<file path="src/sv/opi_pkg.sv">
// Shared types and constants for the OFDM pilot inserter.
// Used by opi_table_mem, opi_seq and ofdm_pilot_inserter; no dependencies.
package opi_pkg;

  // Fixed field widths
  localparam int SAMPLE_W   = 16;
  localparam int SLOT_W     = 10;
  localparam int ENTRY_W    = 3;
  localparam int DCOUNT_W   = 10;
  localparam int PCOUNT_W   = 4;
  localparam int CFG_DATA_W = 10;
  localparam int CFG_ADDR_W = 1;

  // Stream packing
  localparam int IN_TDATA_W  = 80;
  localparam int OUT_TDATA_W = 32;
  localparam int OUT_TUSER_W = 2;

  // Configuration register indexes
  localparam logic [CFG_ADDR_W-1:0] REG_DATA_COUNT  = 1'd0;
  localparam logic [CFG_ADDR_W-1:0] REG_PILOT_COUNT = 1'd1;

  // Input item kinds
  localparam logic KIND_DATA = 1'b0;
  localparam logic KIND_LOAD = 1'b1;

  // Register reset values
  localparam logic [DCOUNT_W-1:0] DATA_COUNT_RST  = 10'd48;
  localparam logic [PCOUNT_W-1:0] PILOT_COUNT_RST = 4'd4;

  // One pilot table entry
  typedef struct packed {
    logic        [SLOT_W-1:0]   slot;
    logic signed [SAMPLE_W-1:0] re;
    logic signed [SAMPLE_W-1:0] im;
  } pilot_entry_t;

  // Table write request
  typedef struct packed {
    logic               en;
    logic [ENTRY_W-1:0] entry;
    pilot_entry_t       data;
  } tbl_wr_t;

endpackage

</file>
<file path="src/sv/ofdm_pilot_inserter.sv">
// OFDM pilot inserter top level: configuration registers, table load path,
// pilot table memory and symbol sequencer. Depends on opi_pkg, opi_table_mem, opi_seq.
//
// Merges a stream of complex Q1.15 data subcarriers with up to MAX_PILOTS
// pilots held in an on-chip table. A load item (tuser = 1) writes one table
// entry; its output slot is pilot_index + (data_count + pilot_count clamped to
// MAX_PILOTS)/2 modulo 1024, computed at load time, so load the table after
// setting the registers and in ascending slot order. A data item (tuser = 0)
// yields 1 + P results, where P is the number of pilots emitted with it (those
// due before it, plus the trailing pilots on the last item of a symbol): once
// accepted, it gets one result per cycle from the sequencer while the output
// does not stall; the sequencer reads the table memory at its pointer every
// cycle and accepts the next item once the item's last result is in the output
// register; output stalls hold it. Configuration writes belong in idle periods.
module ofdm_pilot_inserter #(
  parameter int MAX_PILOTS = 8
) (
  input  logic                                 clk,
  input  logic                                 rst,
  // s_tdata from bit 0: sample_re[16], sample_im[16], entry[3],
  //   pilot_index[10], pilot_re[16], pilot_im[16], zero pad[3]
  input  logic [opi_pkg::IN_TDATA_W-1:0]       s_tdata,
  // s_tuser: kind[1]
  input  logic [0:0]                           s_tuser,
  input  logic                                 s_tvalid,
  output logic                                 s_tready,
  // m_tdata from bit 0: out_re[16], out_im[16]
  output logic [opi_pkg::OUT_TDATA_W-1:0]      m_tdata,
  // m_tuser from bit 0: is_pilot[1], run_last[1]
  output logic [opi_pkg::OUT_TUSER_W-1:0]      m_tuser,
  // m_tlast: symbol_end
  output logic                                 m_tlast,
  output logic                                 m_tvalid,
  input  logic                                 m_tready,
  // configuration write port
  input  logic                                 cfg_we,
  input  logic [opi_pkg::CFG_ADDR_W-1:0]       cfg_addr,
  input  logic [opi_pkg::CFG_DATA_W-1:0]       cfg_data
);

  localparam int AW    = (MAX_PILOTS > 1) ? $clog2(MAX_PILOTS) : 1;
  localparam int CNT_W = $clog2(MAX_PILOTS + 1);
  localparam int PCW   = CNT_W + opi_pkg::PCOUNT_W;
  localparam int SUM_W = opi_pkg::DCOUNT_W + 1;

  logic [opi_pkg::DCOUNT_W-1:0]        data_count;
  logic [opi_pkg::PCOUNT_W-1:0]        pilot_count;
  logic [CNT_W-1:0]                    pc;
  logic [SUM_W-1:0]                    sym_len;
  logic [opi_pkg::SLOT_W-1:0]          half;

  logic                                kind;
  logic signed [opi_pkg::SAMPLE_W-1:0] sample_re, sample_im;
  logic [opi_pkg::ENTRY_W-1:0]         entry;
  logic [opi_pkg::SLOT_W-1:0]          pilot_index;
  logic signed [opi_pkg::SAMPLE_W-1:0] pilot_re, pilot_im;

  opi_pkg::tbl_wr_t                    tbl_wr;
  logic [AW-1:0]                       rd_addr;
  opi_pkg::pilot_entry_t               rd_data;

  logic signed [opi_pkg::SAMPLE_W-1:0] out_re, out_im;
  logic                                out_pilot, out_end, out_last;

  // Input unpacking
  assign kind        = s_tuser[0];
  assign sample_re   = s_tdata[15:0];
  assign sample_im   = s_tdata[31:16];
  assign entry       = s_tdata[34:32];
  assign pilot_index = s_tdata[44:35];
  assign pilot_re    = s_tdata[60:45];
  assign pilot_im    = s_tdata[76:61];

  // Configuration registers
  always_ff @(posedge clk) begin
    if (rst) begin
      data_count  <= opi_pkg::DATA_COUNT_RST;
      pilot_count <= opi_pkg::PILOT_COUNT_RST;
    end else if (cfg_we) begin
      case (cfg_addr)
        opi_pkg::REG_DATA_COUNT:  data_count  <= cfg_data;
        opi_pkg::REG_PILOT_COUNT: pilot_count <= cfg_data[opi_pkg::PCOUNT_W-1:0];
        default: ;
      endcase
    end
  end

  // Pilots in use, clamped to the table depth
  assign pc = (PCW'(pilot_count) > PCW'(MAX_PILOTS)) ? CNT_W'(MAX_PILOTS)
                                                    : CNT_W'(pilot_count);

  // Slot of a loaded pilot: index plus half the symbol length, mod 1024
  assign sym_len = SUM_W'(data_count) + SUM_W'(pc);
  assign half    = sym_len[SUM_W-1:1];

  always_comb begin
    tbl_wr.en      = s_tvalid && s_tready && (kind == opi_pkg::KIND_LOAD) &&
                     (int'(entry) < MAX_PILOTS);
    tbl_wr.entry   = entry;
    tbl_wr.data.slot = pilot_index + half;
    tbl_wr.data.re = pilot_re;
    tbl_wr.data.im = pilot_im;
  end

  opi_table_mem #(
    .DEPTH (MAX_PILOTS),
    .AW    (AW)
  ) u_table (
    .clk     (clk),
    .wr      (tbl_wr),
    .rd_addr (rd_addr),
    .rd_data (rd_data)
  );

  opi_seq #(
    .MAX_PILOTS (MAX_PILOTS),
    .CNT_W      (CNT_W),
    .AW         (AW)
  ) u_seq (
    .clk        (clk),
    .rst        (rst),
    .in_valid   (s_tvalid),
    .in_ready   (s_tready),
    .in_kind    (kind),
    .in_re      (sample_re),
    .in_im      (sample_im),
    .data_count (data_count),
    .pc         (pc),
    .rd_addr    (rd_addr),
    .rd_data    (rd_data),
    .out_valid  (m_tvalid),
    .out_ready  (m_tready),
    .out_re     (out_re),
    .out_im     (out_im),
    .out_pilot  (out_pilot),
    .out_end    (out_end),
    .out_last   (out_last)
  );

  // Output packing
  assign m_tdata = {out_im, out_re};
  assign m_tuser = {out_last, out_pilot};
  assign m_tlast = out_end;

endmodule

</file>
<file path="src/sv/opi_table_mem.sv">
// Pilot table: synchronous memory, one write port, one registered read port.
// Depends on opi_pkg for the entry and write request types.
module opi_table_mem #(
  parameter int DEPTH = 8,
  parameter int AW    = 3
) (
  input  logic                  clk,
  input  opi_pkg::tbl_wr_t      wr,
  input  logic [AW-1:0]         rd_addr,
  output opi_pkg::pilot_entry_t rd_data
);

  opi_pkg::pilot_entry_t mem [DEPTH];
  logic [AW-1:0]         wr_addr;

  assign wr_addr = AW'(wr.entry);

  // Write, and read with new data forwarded on an address match
  always_ff @(posedge clk) begin
    if (wr.en) begin
      mem[wr_addr] <= wr.data;
    end
    if (wr.en && (wr_addr == rd_addr)) begin
      rd_data <= wr.data;
    end else begin
      rd_data <= mem[rd_addr];
    end
  end

endmodule

</file>
<file path="src/sv/opi_seq.sv">
// Symbol sequencer: walks the pilot table, merges pilots with data samples
// and drives the output register. Depends on opi_pkg.
module opi_seq #(
  parameter int MAX_PILOTS = 8,
  parameter int CNT_W      = 4,
  parameter int AW         = 3
) (
  input  logic                                  clk,
  input  logic                                  rst,
  // request in
  input  logic                                  in_valid,
  output logic                                  in_ready,
  input  logic                                  in_kind,
  input  logic signed [opi_pkg::SAMPLE_W-1:0]   in_re,
  input  logic signed [opi_pkg::SAMPLE_W-1:0]   in_im,
  // configuration
  input  logic        [opi_pkg::DCOUNT_W-1:0]   data_count,
  input  logic        [CNT_W-1:0]               pc,
  // table read
  output logic        [AW-1:0]                  rd_addr,
  input  opi_pkg::pilot_entry_t                 rd_data,
  // request out
  output logic                                  out_valid,
  input  logic                                  out_ready,
  output logic signed [opi_pkg::SAMPLE_W-1:0]   out_re,
  output logic signed [opi_pkg::SAMPLE_W-1:0]   out_im,
  output logic                                  out_pilot,
  output logic                                  out_end,
  output logic                                  out_last
);

  typedef enum logic [1:0] {S_IDLE, S_PRE, S_TRAIL} state_t;

  state_t                               state, state_next;
  logic [CNT_W-1:0]                     next_pilot, next_pilot_next;
  logic [opi_pkg::SLOT_W-1:0]           output_slot, output_slot_next;
  logic [opi_pkg::DCOUNT_W-1:0]         data_seen, data_seen_next;
  logic signed [opi_pkg::SAMPLE_W-1:0]  samp_re, samp_re_next;
  logic signed [opi_pkg::SAMPLE_W-1:0]  samp_im, samp_im_next;
  logic                                 out_valid_next;
  logic signed [opi_pkg::SAMPLE_W-1:0]  out_re_next, out_im_next;
  logic                                 out_pilot_next, out_end_next, out_last_next;

  logic                                 can_emit;
  logic                                 have_pilot;
  logic                                 pilot_due;
  logic [opi_pkg::DCOUNT_W-1:0]         ds_inc;
  logic                                 sym_last;
  logic [CNT_W-1:0]                     np_inc;
  logic                                 trail_done;

  assign in_ready   = (state == S_IDLE);
  assign can_emit   = !out_valid || out_ready;
  assign have_pilot = (next_pilot < pc);
  assign pilot_due  = have_pilot && (rd_data.slot <= output_slot);
  assign ds_inc     = data_seen + 1'b1;
  assign sym_last   = (data_count == '0) || (ds_inc >= data_count);
  assign np_inc     = next_pilot + 1'b1;
  assign trail_done = (np_inc >= pc);

  // Table is read at the pointer's next value so rd_data tracks next_pilot
  assign rd_addr = (next_pilot_next < CNT_W'(MAX_PILOTS)) ? AW'(next_pilot_next) : '0;

  // Next-state logic
  always_comb begin
    state_next       = state;
    next_pilot_next  = next_pilot;
    output_slot_next = output_slot;
    data_seen_next   = data_seen;
    samp_re_next     = samp_re;
    samp_im_next     = samp_im;
    out_valid_next   = out_valid && !out_ready;
    out_re_next      = out_re;
    out_im_next      = out_im;
    out_pilot_next   = out_pilot;
    out_end_next     = out_end;
    out_last_next    = out_last;
    case (state)
      S_IDLE: begin
        if (in_valid && (in_kind == opi_pkg::KIND_DATA)) begin
          samp_re_next = in_re;
          samp_im_next = in_im;
          state_next   = S_PRE;
        end
      end
      S_PRE: begin
        if (can_emit) begin
          out_valid_next = 1'b1;
          if (pilot_due) begin
            // pilot due at or before the current slot
            out_re_next      = rd_data.re;
            out_im_next      = rd_data.im;
            out_pilot_next   = 1'b1;
            out_end_next     = 1'b0;
            out_last_next    = 1'b0;
            next_pilot_next  = np_inc;
            output_slot_next = output_slot + 1'b1;
          end else begin
            out_re_next      = samp_re;
            out_im_next      = samp_im;
            out_pilot_next   = 1'b0;
            output_slot_next = output_slot + 1'b1;
            data_seen_next   = ds_inc;
            if (sym_last && have_pilot) begin
              // trailing pilots follow
              out_end_next  = 1'b0;
              out_last_next = 1'b0;
              state_next    = S_TRAIL;
            end else if (sym_last) begin
              out_end_next     = 1'b1;
              out_last_next    = 1'b1;
              next_pilot_next  = '0;
              output_slot_next = '0;
              data_seen_next   = '0;
              state_next       = S_IDLE;
            end else begin
              out_end_next  = 1'b0;
              out_last_next = 1'b1;
              state_next    = S_IDLE;
            end
          end
        end
      end
      S_TRAIL: begin
        if (can_emit) begin
          out_valid_next = 1'b1;
          out_re_next    = rd_data.re;
          out_im_next    = rd_data.im;
          out_pilot_next = 1'b1;
          if (trail_done) begin
            out_end_next     = 1'b1;
            out_last_next    = 1'b1;
            next_pilot_next  = '0;
            output_slot_next = '0;
            data_seen_next   = '0;
            state_next       = S_IDLE;
          end else begin
            out_end_next    = 1'b0;
            out_last_next   = 1'b0;
            next_pilot_next = np_inc;
          end
        end
      end
      default: begin
        state_next = S_IDLE;
      end
    endcase
  end

  // State and registered outputs
  always_ff @(posedge clk) begin
    if (rst) begin
      state       <= S_IDLE;
      next_pilot  <= '0;
      output_slot <= '0;
      data_seen   <= '0;
      out_valid   <= 1'b0;
    end else begin
      state       <= state_next;
      next_pilot  <= next_pilot_next;
      output_slot <= output_slot_next;
      data_seen   <= data_seen_next;
      out_valid   <= out_valid_next;
    end
    samp_re   <= samp_re_next;
    samp_im   <= samp_im_next;
    out_re    <= out_re_next;
    out_im    <= out_im_next;
    out_pilot <= out_pilot_next;
    out_end   <= out_end_next;
    out_last  <= out_last_next;
  end

  // Symbol end clears the position counters
  a_end_clears: assert property (@(posedge clk) disable iff (rst)
    (state != S_IDLE && can_emit && out_end_next) |=>
      (next_pilot == '0 && output_slot == '0 && data_seen == '0))
    else $error("counters not cleared after symbol end");

  // A symbol end is always the last result of its item
  a_end_is_last: assert property (@(posedge clk) disable iff (rst)
    (out_valid && out_end) |-> out_last)
    else $error("symbol end without run_last");

  // Trailing phase only runs with a pilot left to emit
  a_trail_pilot: assert property (@(posedge clk) disable iff (rst)
    (state == S_TRAIL) |-> (next_pilot < pc))
    else $error("trailing phase past the last pilot");

  // Pointer never runs beyond the table
  a_ptr_range: assert property (@(posedge clk) disable iff (rst)
    next_pilot <= CNT_W'(MAX_PILOTS))
    else $error("pilot pointer out of range");

endmodule

</file>
<file path="config.mk">
export PLATFORM = sky130hd
export DESIGN_NAME = ofdm_pilot_inserter
export DESIGN_NICKNAME = d
export VERILOG_FILES = /design/src/sv/opi_pkg.sv /design/src/sv/ofdm_pilot_inserter.sv /design/src/sv/opi_table_mem.sv /design/src/sv/opi_seq.sv
export SDC_FILE = /design/constraint.sdc
export NUM_CORES = 1
export LEC_CHECK = 0
export BUFFER_PORTS_ARGS = -buffer_cell sky130_fd_sc_hd__clkbuf_2
export CAP_MARGIN = 20
export CORE_AREA = 5 5 189 263
export CTS_CLUSTER_SIZE = 28
export DETAILED_ROUTE_END_ITERATION = 16
export DIE_AREA = 0 0 194 268
export PLACE_DENSITY = 0.67
export REMOVE_ABC_BUFFERS = 1
export SLEW_MARGIN = 15
export SYNTH_ARGS = -nofsm -noshare
export SYNTH_HDL_FRONTEND = slang
export SYNTH_HIERARCHICAL = 1
export SYNTH_SLANG_ARGS = --single-unit
</file>
<file path="constraint.sdc">
create_clock -name clk -period 8.55 [get_ports clk]
set_input_delay 2.1375 -clock clk [delete_from_list [all_inputs] [get_ports clk]]
set_output_delay 2.1375 -clock clk [all_outputs]
set_load 0.005 [all_outputs]
</file>
Yosys cells after proc, flatten, opt, wreduce, memory -nomap -nowiden
Memories as Yosys holds them, arrays and structs flattened. A register that Yosys moved wholly into a read port is not among the register bits.
Index checks and enable logic that the tools add are counted.

word-level totals
  register bits = 108
  RAM bits = 336
  bits of input ports = 97
  word-level logic and storage cells = 111
  memories kept = 1

memories
  memory       words  width  read ports  clocked after Yosys merged registers in  write ports  RTL line             text
  u_table.mem  8      42     1           1                                        1            opi_table_mem.sv:13  opi_pkg::pilot_entry_t mem [DEPTH];

cells by class
  $add $sub $neg = 5
  order comparisons = 6
  eq/ne operators = 7
  muxes and demuxes = 55
  bitwise gates (word level) = 2
  reduce and logical (&&, ||, !) cells = 21

operators with widths
  operator               number
  $mux 10                10
  $mux 16                6
  $pmux 16 s2            2
  $pmux 10 s2            2
  $mux 4                 7
  $add 10x1->10 const B  2
  $mux 1                 16
  $mux 2                 6
  $add 10x4->11          1
  $add 10x10->10         1
  $ge 10x10->1           1
  $le 10x10->1           1
  $logic_not 10->1       1
  $reduce_and 5->1       2
  $ne 2x1->1 const B     4
  $pmux 4 s2             1
  $logic_and 1x1->1      6
  $pmux 1 s2             3
  $pmux 2 s3             1
  $reduce_and 2->1       3
  $add 4x1->4 const B    1
  $ge 4x4->1             1
  $gt 4x4->1 const B     1
  $lt 4x4->1             1
  other kinds (13)       16

Logic depth before layout (Yosys ltp)
Gate-level depths: netlist of the first run.

  depth in word-level cells = 10
  mapped depth = 14
  gate-level depth less buffers = 12

Hierarchy
The synthesis of the first run kept the hierarchy.

by module, submodules not included
  module               times used  cells each  area an instance (sq um)  seq. area each (sq um)
  opi_table_mem        1           501         12,722.2                  10,149.7
  opi_seq              1           392         4,688.2                   2,552.4
  ofdm_pilot_inserter  1           146         1,166.1                   280.3

Least setup slack after synthesis of the first run
No wires, ideal clock.

  path kind = input port to flip-flop
  start point = input s_tuser
  end point = memory u_table/mem[0][0] (netlist bit), enable pin
  library setup time = 0.494 ns
  arrival time = 5.279 ns
  data required time = 8.056 ns
  path slack = 2.777 ns
  stages on the path = 3
  path through = and3_1 > nand2b_1 > nor3_1

between the ends
  longest elaborated chain between the ends = 3

RTL lines
  item                          RTL line                   text
  start, declared               ofdm_pilot_inserter.sv:24  input logic [0:0] s_tuser,
  $logic_and 1x1->1             ofdm_pilot_inserter.sv:97  tbl_wr.en = s_tvalid && s_tready && (kind == opi_pkg::KIND_LOAD) &&
  $mux 1                        opi_table_mem.sv:20        if (wr.en) begin
  $mux 1 (not written as such)  opi_table_mem.sv:21        mem[wr_addr] <= wr.data;
  end, declared                 opi_table_mem.sv:13

Every way passes these cells.

==> summary.md, run 1 <==
For this block, the routed nets add up to 38000 um of wire. The count of buffers from port buffering came out at 130. Setup repair after global routing left no endpoint under its margin. The floorplan step set the die width to 194 um. Hold timing on the final database bottoms out at a slack of 467 ps.

Derived from the worst setup path, the maximum achievable clock frequency is 0.213 GHz. Dominant combinational cell family by area after synthesis: multiplexers. The number of stages on the worst hold path is 2.

The average via count per standard cell is 5.19. The detail route stage leaves a number of antenna-violating nets equal to 0. In the final timing run, aggregate negative setup slack is 0 ps. The clock period could shrink to 4690 ps. For the number of instances in the synthesized netlist, the log shows 1039. For this run the aggregate overflow at the end of global routing stands at 0. Across the run, the number of max-cap violations was 0. The fraction of registers with async set or reset after synthesis works out to 0. STA classifies the critical path startpoint as a register.

The worst clock skew on the final layout is 25.7 ps. The tools report the sequential share of power as 0.513. Slew at the pin closest to its max-slew limit: 856 ps.

After floorplanning, the core was divided into 94 placement rows. The largest total area in the synthesized netlist belongs to sky130_fd_sc_hd__edfxtp_1. The most frequent standard cell in the layout excluding fill and tap cells was sky130_fd_sc_hd__edfxtp_1. Clock network fraction of total power: 0.388.

The critical path is of the register to register type. The wire length of the first global-routing pass is 58600 um, and the floorplan die area is 0.0520 sq mm. For this design the static power due to leakage is 7.16 nW. In this run, CTS created clock tree buffers numbering 45. Initial standard-cell utilization of the core: 0.396. TritonCTS built the clock tree.

After routing the design area is 0.0214 sq mm. The number of antenna diodes in the final layout is 0. The number of detailed-route iterations in the first pass was 7; the maximum number of pins on one net before global-route repair was 54. The xor-xnor portion of the synthesized cell area was 0.0165. Setup violations remaining at the end of the flow were counted as 0. The count of buffers added by post-CTS timing repair for setup was 0; the signal arrival time at the worst endpoint was 4970 ps.

The portion of the clock cycle consumed by the worst path in the final layout is 0.549, and the total clock sinks is 447. The average detailed-routed wire length per instance is 20.5 um, and the distinct cell type count after synthesis is 69. The placed instances occupy a cell area of 0.0200 sq mm.

By area the synthesized netlist is led by sky130_fd_sc_hd__edfxtp_1 (65%), sky130_fd_sc_hd__mux4_2 (10%), sky130_fd_sc_hd__dfxtp_1 (4.7%), sky130_fd_sc_hd__ha_1 (3.1%), sky130_fd_sc_hd__mux2_2 (2.7%). The run gives 0.801 as the final RePlAce weighted congestion. Counting flops with a built-in enable in the synthesized netlist gives 403. 134 I/O pins were placed. The warning count from the yosys run was 6; the synthesized-area fraction occupied by adder cells was 0.0331.

The logs give 560 ps for the clock insertion delay at the later pin of the skew report and 0.699 for the sequential area share after synthesis. Peak ir drop on the vdd network: 152 uV. In this run the cell area of the synthesized design comes to 0.0186 sq mm. The post-cts hold buffer count was 0. The tools report the type of destination of the critical path as a register.

The post-synthesis compound-gate area fraction is 0.0366, and the layout cell share with drive strength beyond 1 is 0.302. Across all register-to-register paths, the minimum setup slack is 3860 ps. The internal cell power is 0.00379 W, and the final number of hold-violating endpoints is 0. The run gives 0.427 as the worst-case headroom to the max-slew limit. The fraction of synthesized cell area taken by the top area cell type was 0.651.

The die span in y is 268 um. Across all layers, the routed design uses 9606 vias. DRC marker count from the first detailed-route iteration: 455. The tools report the placeable core area as 0.0469 sq mm. The flow ran to the end, and the final reports show no timing, DRC or antenna violations. The run gives 3390 ps as the minimum setup slack after placement.

For this run, the leading register cell type out of synthesis is sky130_fd_sc_hd__edfxtp_1. For the worst-case clock buffer depth, the log shows 3. CTS built an H-tree with a depth of 2. After detailed routing, the number of remaining DRC violations is 0. The hold path startpoint was u_seq/data_seen[9].

The length in cells of the worst reg-to-reg path came out at 11. The simple-gate portion of the synthesized area came out at 0.0488. In this run the mean area of a mapped cell was 17.9 sq um. The net switching power came out at 0.00110 W.

Leaving out fill and tap cells, the most frequent cells in the layout are sky130_fd_sc_hd__edfxtp_1 (403), sky130_fd_sc_hd__clkbuf_2 (130), sky130_fd_sc_hd__mux4_2 (84). The number of nets at the end of the flow is 1338, and the mux contribution to synthesized area is 0.147. From synthesis to final layout, the design area changed by 15.2%. The share of total power consumed by net switching is 0.225, and the number of global-route vias before repair is 10.3k.

Of all nets on the critical path, the largest fanout is 53. The run gives 0 as the number of antenna violations at the first check in global routing. The run gives 0.146 as the global-route usage over all layers.

Class of the tightest hold or removal check: register to register. The path with the worst hold slack has its endpoint at u_seq/data_seen[9]. The share of total power in combinational logic was 0.100. The power density of the placed cells was 228 mW/mm^2; the setup slack after layout was 3860 ps.

Capturing point of the worst reg2reg path: u_seq/out_im[9]. For the utilization after layout, the log shows 0.456. The number of synthesized register bits came out at 447. The clock transition at the register clock pins on the worst setup and hold paths after CTS is 60 ps. The run gives 0 as the post-cts sizing count. STA puts the critical path data required time at 8840 ps. The run gives 0 as the final max-slew violation count. Clock root buffer: sky130_fd_sc_hd__clkbuf_16.

The half-perimeter wire length after detailed placement came out at 22100 um.
metal layers:
metal / global-route usage / routed length (um)
met1: 0.178 / 15500
met4: 0.0386 / 866
met2: 0.266 / 19900
met5: 0 / 0
met3: 0.0280 / 1700
worst max-delay path by stage:
| stage | slack (ps) | endpoint | cells after the start | startpoint |
|---|---|---|---|---|
| detailed placement | 3390 | u_seq/out_im[0] | 11 | register |
| floorplan | 1060 | u_seq/out_im[0] | 9 | register |
| CTS | 3400 | u_seq/out_im[9] | 11 | register |
| global route | 3450 | u_seq/out_re[8] | 11 | register |
| global placement | 3470 | u_seq/out_im[0] | 11 | register |
| finish | 3860 | u_seq/out_im[9] | 11 | register |
cells in the mapped netlist (3+ instances only):
master	count
sky130_fd_sc_hd__a211oi_1	8
sky130_fd_sc_hd__a21oi_1	34
sky130_fd_sc_hd__a31oi_1	4
sky130_fd_sc_hd__and2_1	4
sky130_fd_sc_hd__and2b_2	3
sky130_fd_sc_hd__and3_1	5
sky130_fd_sc_hd__buf_2	13
sky130_fd_sc_hd__buf_4	3
sky130_fd_sc_hd__buf_6	7
sky130_fd_sc_hd__clkbuf_1	12
sky130_fd_sc_hd__dfxtp_1	44
sky130_fd_sc_hd__edfxtp_1	403
sky130_fd_sc_hd__ha_1	46
sky130_fd_sc_hd__inv_1	32
sky130_fd_sc_hd__mux2_1	29
sky130_fd_sc_hd__mux2_2	45
sky130_fd_sc_hd__mux4_2	84
sky130_fd_sc_hd__nand2_1	46
sky130_fd_sc_hd__nand2b_1	8
sky130_fd_sc_hd__nand3_1	21
sky130_fd_sc_hd__nand3b_1	4
sky130_fd_sc_hd__nand4_1	9
sky130_fd_sc_hd__nand4b_1	4
sky130_fd_sc_hd__nor2_1	44
sky130_fd_sc_hd__nor2b_1	7
sky130_fd_sc_hd__nor3_1	10
sky130_fd_sc_hd__nor4_1	4
sky130_fd_sc_hd__o211ai_1	5
sky130_fd_sc_hd__o21a_1	4
sky130_fd_sc_hd__o21ai_0	10
sky130_fd_sc_hd__o21ai_1	7
sky130_fd_sc_hd__xnor2_1	23
sky130_fd_sc_hd__xor2_1	12
state kept, by name, indices dropped and copies added, names as in the netlist, 2 cells and up, named ones only:
register and cells:
u_seq/out_re 16, u_seq/next_pilot 4, u_seq/samp_im 16, u_table/mem 336
pilot_count 4, u_seq/output_slot 10, u_seq/samp_re 16, u_seq/out_im 16
u_seq/state 2, u_seq/data_seen 10, data_count 10
metrics by stage:
stage | power (W) | std cells
CTS | 0.00496 | 1851
finish | 0.00489 | 1851
floorplan | 0.00289 | 1001
detailed placement | 0.00305 | 1770
global route | 0.00510 | 1851
global placement | 0.00303 | 1770
power by group through the flow:
stage	Clock [W]	Combinational (W)	Sequential (W)
global route	0.00205	0.000537	0.00251
global placement	0	0.000483	0.00255
CTS	0.00196	0.000500	0.00251
finish	0.00189	0.000487	0.00250
floorplan	0	0.000317	0.00257
detailed placement	0	0.000497	0.00255
area by class of cell:
| class | count | area [sq um] |
|---|---|---|
| clock buffers | 57 | 1190 |
| well taps | 624 | 781 |
| repair buffers | 145 | 767 |
| clock inverters | 24 | 233 |
| inverters | 33 | 124 |
| flip-flops and latches | 447 | 13000 |
| multi-input cells | 521 | 5310 |
| fillers | 4039 | 25500 |
critical path, cell delays in order, from the launching register on:
cell                       delay [ps]
sky130_fd_sc_hd__dfxtp_4          810
sky130_fd_sc_hd__buf_6            710
sky130_fd_sc_hd__mux4_2           590
sky130_fd_sc_hd__mux2_2           280
sky130_fd_sc_hd__ha_1             330
sky130_fd_sc_hd__a211oi_1         240
sky130_fd_sc_hd__nor2_1           100
sky130_fd_sc_hd__a2111o_1         320
sky130_fd_sc_hd__a21oi_1          280
sky130_fd_sc_hd__nor2_4            40
sky130_fd_sc_hd__buf_4            290
sky130_fd_sc_hd__mux2_1           380
logic make-up after synthesis:
family	after synthesis
compound gates	100
xor+xnor	35
fa+ha+maj	48
buf+inv	71
flops	447
mux	159
simple gates	179
No activity file was read; power rests on OpenSTA's default activity.
==> run 2: changes to the inputs <==
Settings changed: PLACE_DENSITY 0.67 to 0.69.
Clock period 8.55 ns to 4.1 ns, I/O delays scaled along.
==> summary.md, run 2 (synthesis gave the netlist of run 1 again) <==
The longest clock path from root to sink contains 3 buffers. Hold is met by 468 ps. Across all layers, the routed design uses 9673 vias. For this design the ratio of total power to cell area is 491 mW/mm^2. Signal arrival time at the worst endpoint: 4070 ps. Clock transition at the register clock pins on the worst setup and hold paths after CTS: 60 ps. The width of the die is 194 um, and the number of H-tree levels is 2. 134 I/O pins were placed. Final max-slew violation count: 0. The worst-path maximum fanout is 33. Among the stages of the critical path, the cell type that occurs most often is sky130_fd_sc_hd__a21oi_1. The tools report the remaining antenna violation count after routing as 0. The peak ir drop on the vdd network is 340 uV, and the average detailed-routed wire length per instance is 20.2 um.

The wire length of the first global-routing pass is 58000 um. The later pin in the worst-skew pair is clocked with a latency of 580 ps. The number of flip-flops in the largest register was 336; the count of buffers added by post-CTS timing repair for setup was 0. TritonCTS built the clock tree. For the number of antenna violations at the first check in global routing, the log shows 0. After floorplanning, the core was sized to cover 0.0469 sq mm.

The worst hold path begins at pilot_count[1]. Walking the worst path, the cells encountered are mux4_2, mux2_2, ha_1, a21oi_1, o21ai_2, a2111o_1, a21oi_1, nor2_4, buf_12, mux2_1. The tools report the max-capacitance violation count as 0.

The logs give 0.267 GHz for the maximum achievable frequency and 22500 um for the half-perimeter wire length after detailed placement. The worst-case headroom to the max-slew limit was 0.473. Clock skew on the completed layout was measured at 23.8 ps. After detailed routing, the number of remaining DRC violations is 0. Ranked by flip-flop count, first place goes to u_table/mem. The largest single stage delay on the critical path is 650 ps. For this run the aggregate overflow at the end of global routing stands at 0.

The final number of setup-violating endpoints is 0, and the number of global-route vias before repair is 10.2k. Setup repair after global routing left no endpoint under its margin. The initial standard-cell utilization of the core was 0.396; the die span in y was 268 um. Data on the critical path is required at its endpoint by 4420 ps. In this run the tool buffered the top-level ports with 130 buffer cells. The pre-antenna-repair detailed-routing pass consisted of 5 iterations. The final RePlAce weighted congestion was 0.793. In the final design database the tool counted 1348 nets.

The total clock buffers created by CTS was 46. The worst setup path is captured at a register. The finished layout holds 1863 standard cells, fillers aside. The portion of the clock cycle consumed by the worst path in the final layout works out to 0.915.

The total clock sinks is 447, and the number of cells after detailed placement is 1779. The DRC marker count from the first detailed-route iteration was 619. The layout-stage area growth over the synthesis result was 16.5%; the final number of hold-violating endpoints was 0. The layout cell share with drive strength beyond 1 was 0.312; the floorplan die area was 0.0520 sq mm. The maximum number of pins on one net before global-route repair came out at 43.

The leakage power figure is 7.30 nW. Counting I/O delays and the setup requirement, the final critical path takes 3750 ps. Class of the tightest hold or removal check: register to register. The total negative slack is 0 ps. Critical path's slowest cell: sky130_fd_sc_hd__dfxtp_4.

The library cell used most frequently in the layout, excluding fill and tap cells, is sky130_fd_sc_hd__edfxtp_1. The repair_antennas step left the layout with diodes totalling 0. The slew at the pin closest to its max-slew limit is 790 ps.

The wire length reported by the detailed router came out at 37600 um. The critical path class is register to register. In this run the core area contains 94 standard-cell rows.

Clock root buffer: sky130_fd_sc_hd__clkbuf_16. After detailed routing, the number of vias per cell comes to 5.19. The flow ran to the end, and the final reports show no timing, DRC or antenna violations.

The global-route usage over all layers is 0.143. STA classifies the critical path startpoint as a register. In the layout the commonest cells are sky130_fd_sc_hd__edfxtp_1 (403), sky130_fd_sc_hd__clkbuf_2 (130), sky130_fd_sc_hd__mux4_2 (84).
[run 2: repair_timing]
action | in CTS | in global routing
setup endpoints to repair | 0 | 1
resized for setup | 0 | 1
hold buffers | 0 | 0
[run 2: area by class of cell]
class | instances | area [sq um]
clock inverter | 34 | 412
sequential | 447 | 13000
fill | 3962 | 25300
tap | 624 | 781
clock buffer | 50 | 1190
timing repair buffer | 154 | 843
inverter | 33 | 124
multi-input combinational | 521 | 5310
[run 2: path summary, 6_finish.rpt]
check,cells past startpoint,slack (ps),endpoint
setup reg to reg,10,350,u_seq/out_im[13]
hold / removal,2,470,pilot_count[1]
setup / recovery,10,350,u_seq/out_im[13]
hold reg to reg,2,470,pilot_count[1]
[run 2: critical path, delay by kind of cell (launching register included)]
kind / cells / cell delay, ps
compound gates: 4 / 1020
buf+inv: 1 / 200
fa+ha+maj: 1 / 320
flops: 1 / 650
mux: 3 / 1200
simple gates: 1 / 60
[run 2: per-stage QoR]
stage          power (W)  utilization  setup slack, ps  cell area, sq um
3_5_place_dp     0.00638        0.427              294             20100
5_1_grt           0.0111        0.461              111             21700
4_1_cts           0.0108        0.461              242             21700
6_report          0.0106        0.461              348             21700
2_1_floorplan    0.00602            -            -3390             18300
3_3_place_gp     0.00635        0.427              323             20100
[run 2: power by group]
part           total, W  switching [W]  internal (W)
clock network   0.00437        0.00175       0.00262
registers       0.00523      0.0000757       0.00515
logic           0.00104       0.000541      0.000496
total            0.0106        0.00236       0.00827
[run 2: metal layers]
| layer | track usage | up-vias | wire length, um | part of all wire |
|---|---|---|---|---|
| met5 | 0 | - | 0 | 0 |
| met4 | 0.0424 | 0 | 822 | 0.022 |
| met3 | 0.0283 | 58 | 1680 | 0.045 |
| met2 | 0.257 | 229 | 19700 | 0.52 |
| met1 | 0.177 | 4925 | 15400 | 0.41 |
| li1 | - | 4461 | - | - |
==> run 3: changes to the inputs <==
Settings changed: CAP_MARGIN 20 to not set, PLACE_DENSITY 0.69 to 0.67.
Clock period 4.1 ns to 4.04 ns, I/O delays scaled along.
==> summary.md, run 3 (synthesis gave the netlist of run 1 again) <==
Leaving out fill and tap cells, the most frequent cells in the layout are sky130_fd_sc_hd__edfxtp_1 (403), sky130_fd_sc_hd__clkbuf_2 (130), sky130_fd_sc_hd__mux4_2 (84). In the routed layout, each cell is associated on average with a via count of 5.19. The worst setup path is captured at a register.

The met3 wire length is 1650 um, and the placeable core area is 0.0469 sq mm. Setup repair after global routing left no endpoint under its margin. Wire length reported by the detailed router: 38000 um. After detailed placement, the total cell area comes to 0.0201 sq mm. TritonCTS built the clock tree. The first global-routing pass estimated 58500 um of wire. Power density of the placed cells: 493 mW/mm^2.

The floorplan step defined a die boundary enclosing 0.0520 sq mm. The highest routing layer actually used is met4. The run gives 317 ps as the minimum setup slack after placement. The number of global-route vias before repair was 10.2k; the top-level port count was 134.

The logs give 1347 for the number of nets at the end of the flow and 9650 for the routed via count. Clock root buffer: sky130_fd_sc_hd__clkbuf_16. Max-cap violations in this run came to 0. The portion of the clock cycle consumed by the worst path in the final layout is 0.917.

Measured in cells, the most critical reg-to-reg path has a length of 11. The most frequent standard cell in the layout excluding fill and tap cells was sky130_fd_sc_hd__edfxtp_1. The tools report the post-cts sizing count as 0. The first TritonRoute pass finished after 5 iterations. After clock tree synthesis, the clock-pin slew on the worst setup and hold paths is 70 ps.

In this run the horizontal extent of the chip is 194 um. The initial standard-cell utilization of the core was 0.396. The final RePlAce weighted congestion was 0.778; the slew at the pin closest to its max-slew limit was 809 ps.

Setup violations remaining at the end of the flow were counted as 0. The global-route usage over all layers was 0.145. The tools report the worst clock skew on the final layout as 21.4 ps. In this run the critical register-to-register path is captured at u_seq/next_pilot[0]. The final number of hold-violating endpoints is 0. The count of buffers from port buffering is 130, and the worst-case clock buffer depth is 3.

Summing all non-filler instances in the final layout gives an area of 0.0217 sq mm. The flow ran to the end, and the final reports show no timing, DRC or antenna violations. The worst-path maximum fanout is 11. The worst-case headroom to the max-slew limit was 0.460. The half-perimeter wire length after detailed placement came out at 22500 um.

The run gives 0 as the final max-slew violation count. For the worst setup path, the data required time is 4510 ps. The number of flip-flops in the largest register works out to 336. The overall power of the completed layout came out at 0.0107 W. The layout cell share with drive strength beyond 1 works out to 0.308.

The worst path needs 3710 ps of the cycle, external delays included. The overall overflow remaining after global route is 0. The clock tree synthesis step divided the H-tree into 2 levels. Clock tree synthesis inserted a total of 44 buffers. The DRC marker count from the first detailed-route iteration is 562.

From bottom edge to top edge, the die measures 268 um. Data arrives at the worst endpoint at 4180 ps. The setup slack after layout is 334 ps.

The clock reaches the later pin of the worst-skew pair after 570 ps. After floorplanning, the core was divided into 94 placement rows. In this run the worst hold path is classified as register to register. The total of fill cells in the finished design came out at 4011. Remaining antenna violation count after routing: 0. The register with the most flip-flops is u_table/mem. The met2 wirelength from detailed routing is 20100 um, and the layout-stage area growth over the synthesis result is 16.5%. The tools report the routed metal-1 wirelength as 15600 um. In this run the post-CTS setup repair buffer count came out at 0. The utilization after layout was 0.461. The slack of the worst reg-to-reg path was 330 ps; the total clock sinks was 447.

Number of antenna violations at the first check in global routing: 0. The tools report the timing endpoint of the critical path as u_seq/next_pilot[0]. STA classifies the critical path startpoint as a register.

The run gives 43 as the maximum number of pins on one net before global-route repair. For this run, design rule violations remaining after detail routing come to 0. The tools report the number of diodes added for antenna fixing as 0. The worst setup path is of the register to register kind.

In this run the static leakage power is 7.29 nW. The peak ir drop on the vdd network is 330 uV. In this run, post-CTS hold repair placed 0 buffers. The average detailed-routed wire length per instance is 20.4 um, and the maximum achievable frequency is 0.270 GHz. The total negative slack was 0 ps.
run 3: worst max-delay path, cell delays in order (launching register included):
cell,delay [ps]
sky130_fd_sc_hd__dfxtp_4,420
sky130_fd_sc_hd__buf_4,270
sky130_fd_sc_hd__mux4_2,540
sky130_fd_sc_hd__mux2_2,320
sky130_fd_sc_hd__ha_1,330
sky130_fd_sc_hd__nand2b_1,100
sky130_fd_sc_hd__a211oi_2,80
sky130_fd_sc_hd__a2111o_1,430
sky130_fd_sc_hd__a21oi_1,270
sky130_fd_sc_hd__or2_1,420
sky130_fd_sc_hd__a21oi_1,160
sky130_fd_sc_hd__a311oi_1,270
run 3: worst min-delay path by stage:
| stage | startpoint | to | slack [ps] | cells past startpoint |
|---|---|---|---|---|
| 2_1_floorplan | pilot_count[1] | pilot_count[1] | 430 | 2 |
| 3_3_place_gp | pilot_count[2] | pilot_count[2] | 440 | 1 |
| 3_5_place_dp | pilot_count[1] | pilot_count[1] | 460 | 2 |
| 4_1_cts | pilot_count[1] | pilot_count[1] | 470 | 2 |
| 5_1_grt | pilot_count[2] | pilot_count[2] | 490 | 1 |
| 6_report | pilot_count[1] | pilot_count[1] | 460 | 2 |
run 3: cell type report:
cell class,instances,area (sq um),share of cell area
multi-input combinational,521,5310,0.245
sequential,447,13000,0.600
timing repair buffer,155,901,0.0416
clock buffer,55,1180,0.0547
inverter,33,124,0.00572
tap,624,781,0.0361
clock inverter,26,357,0.0165
run 3: layer usage:
layer	vias to the layer above	global-route usage
li1	4446	-
met1	4934	0.176
met2	213	0.266
met3	57	0.0287
met4	0	0.0367
met5	-	0
run 3: power breakdown:
part	switching, W	internal, W	total, W	leakage [nW]
Clock	0.00170	0.00261	0.00431	0.746
Sequential	0.0000598	0.00523	0.00529	4.01
Combinational	0.000568	0.000512	0.00108	2.53
run 3: per-stage QoR:
step | cells | hold WS, ps
after floorplan | 1001 | 426
after CTS | 1861 | 466
after global routing | 1861 | 492
after detailed placement | 1780 | 457
after global placement | 1780 | 444
final | 1861 | 462
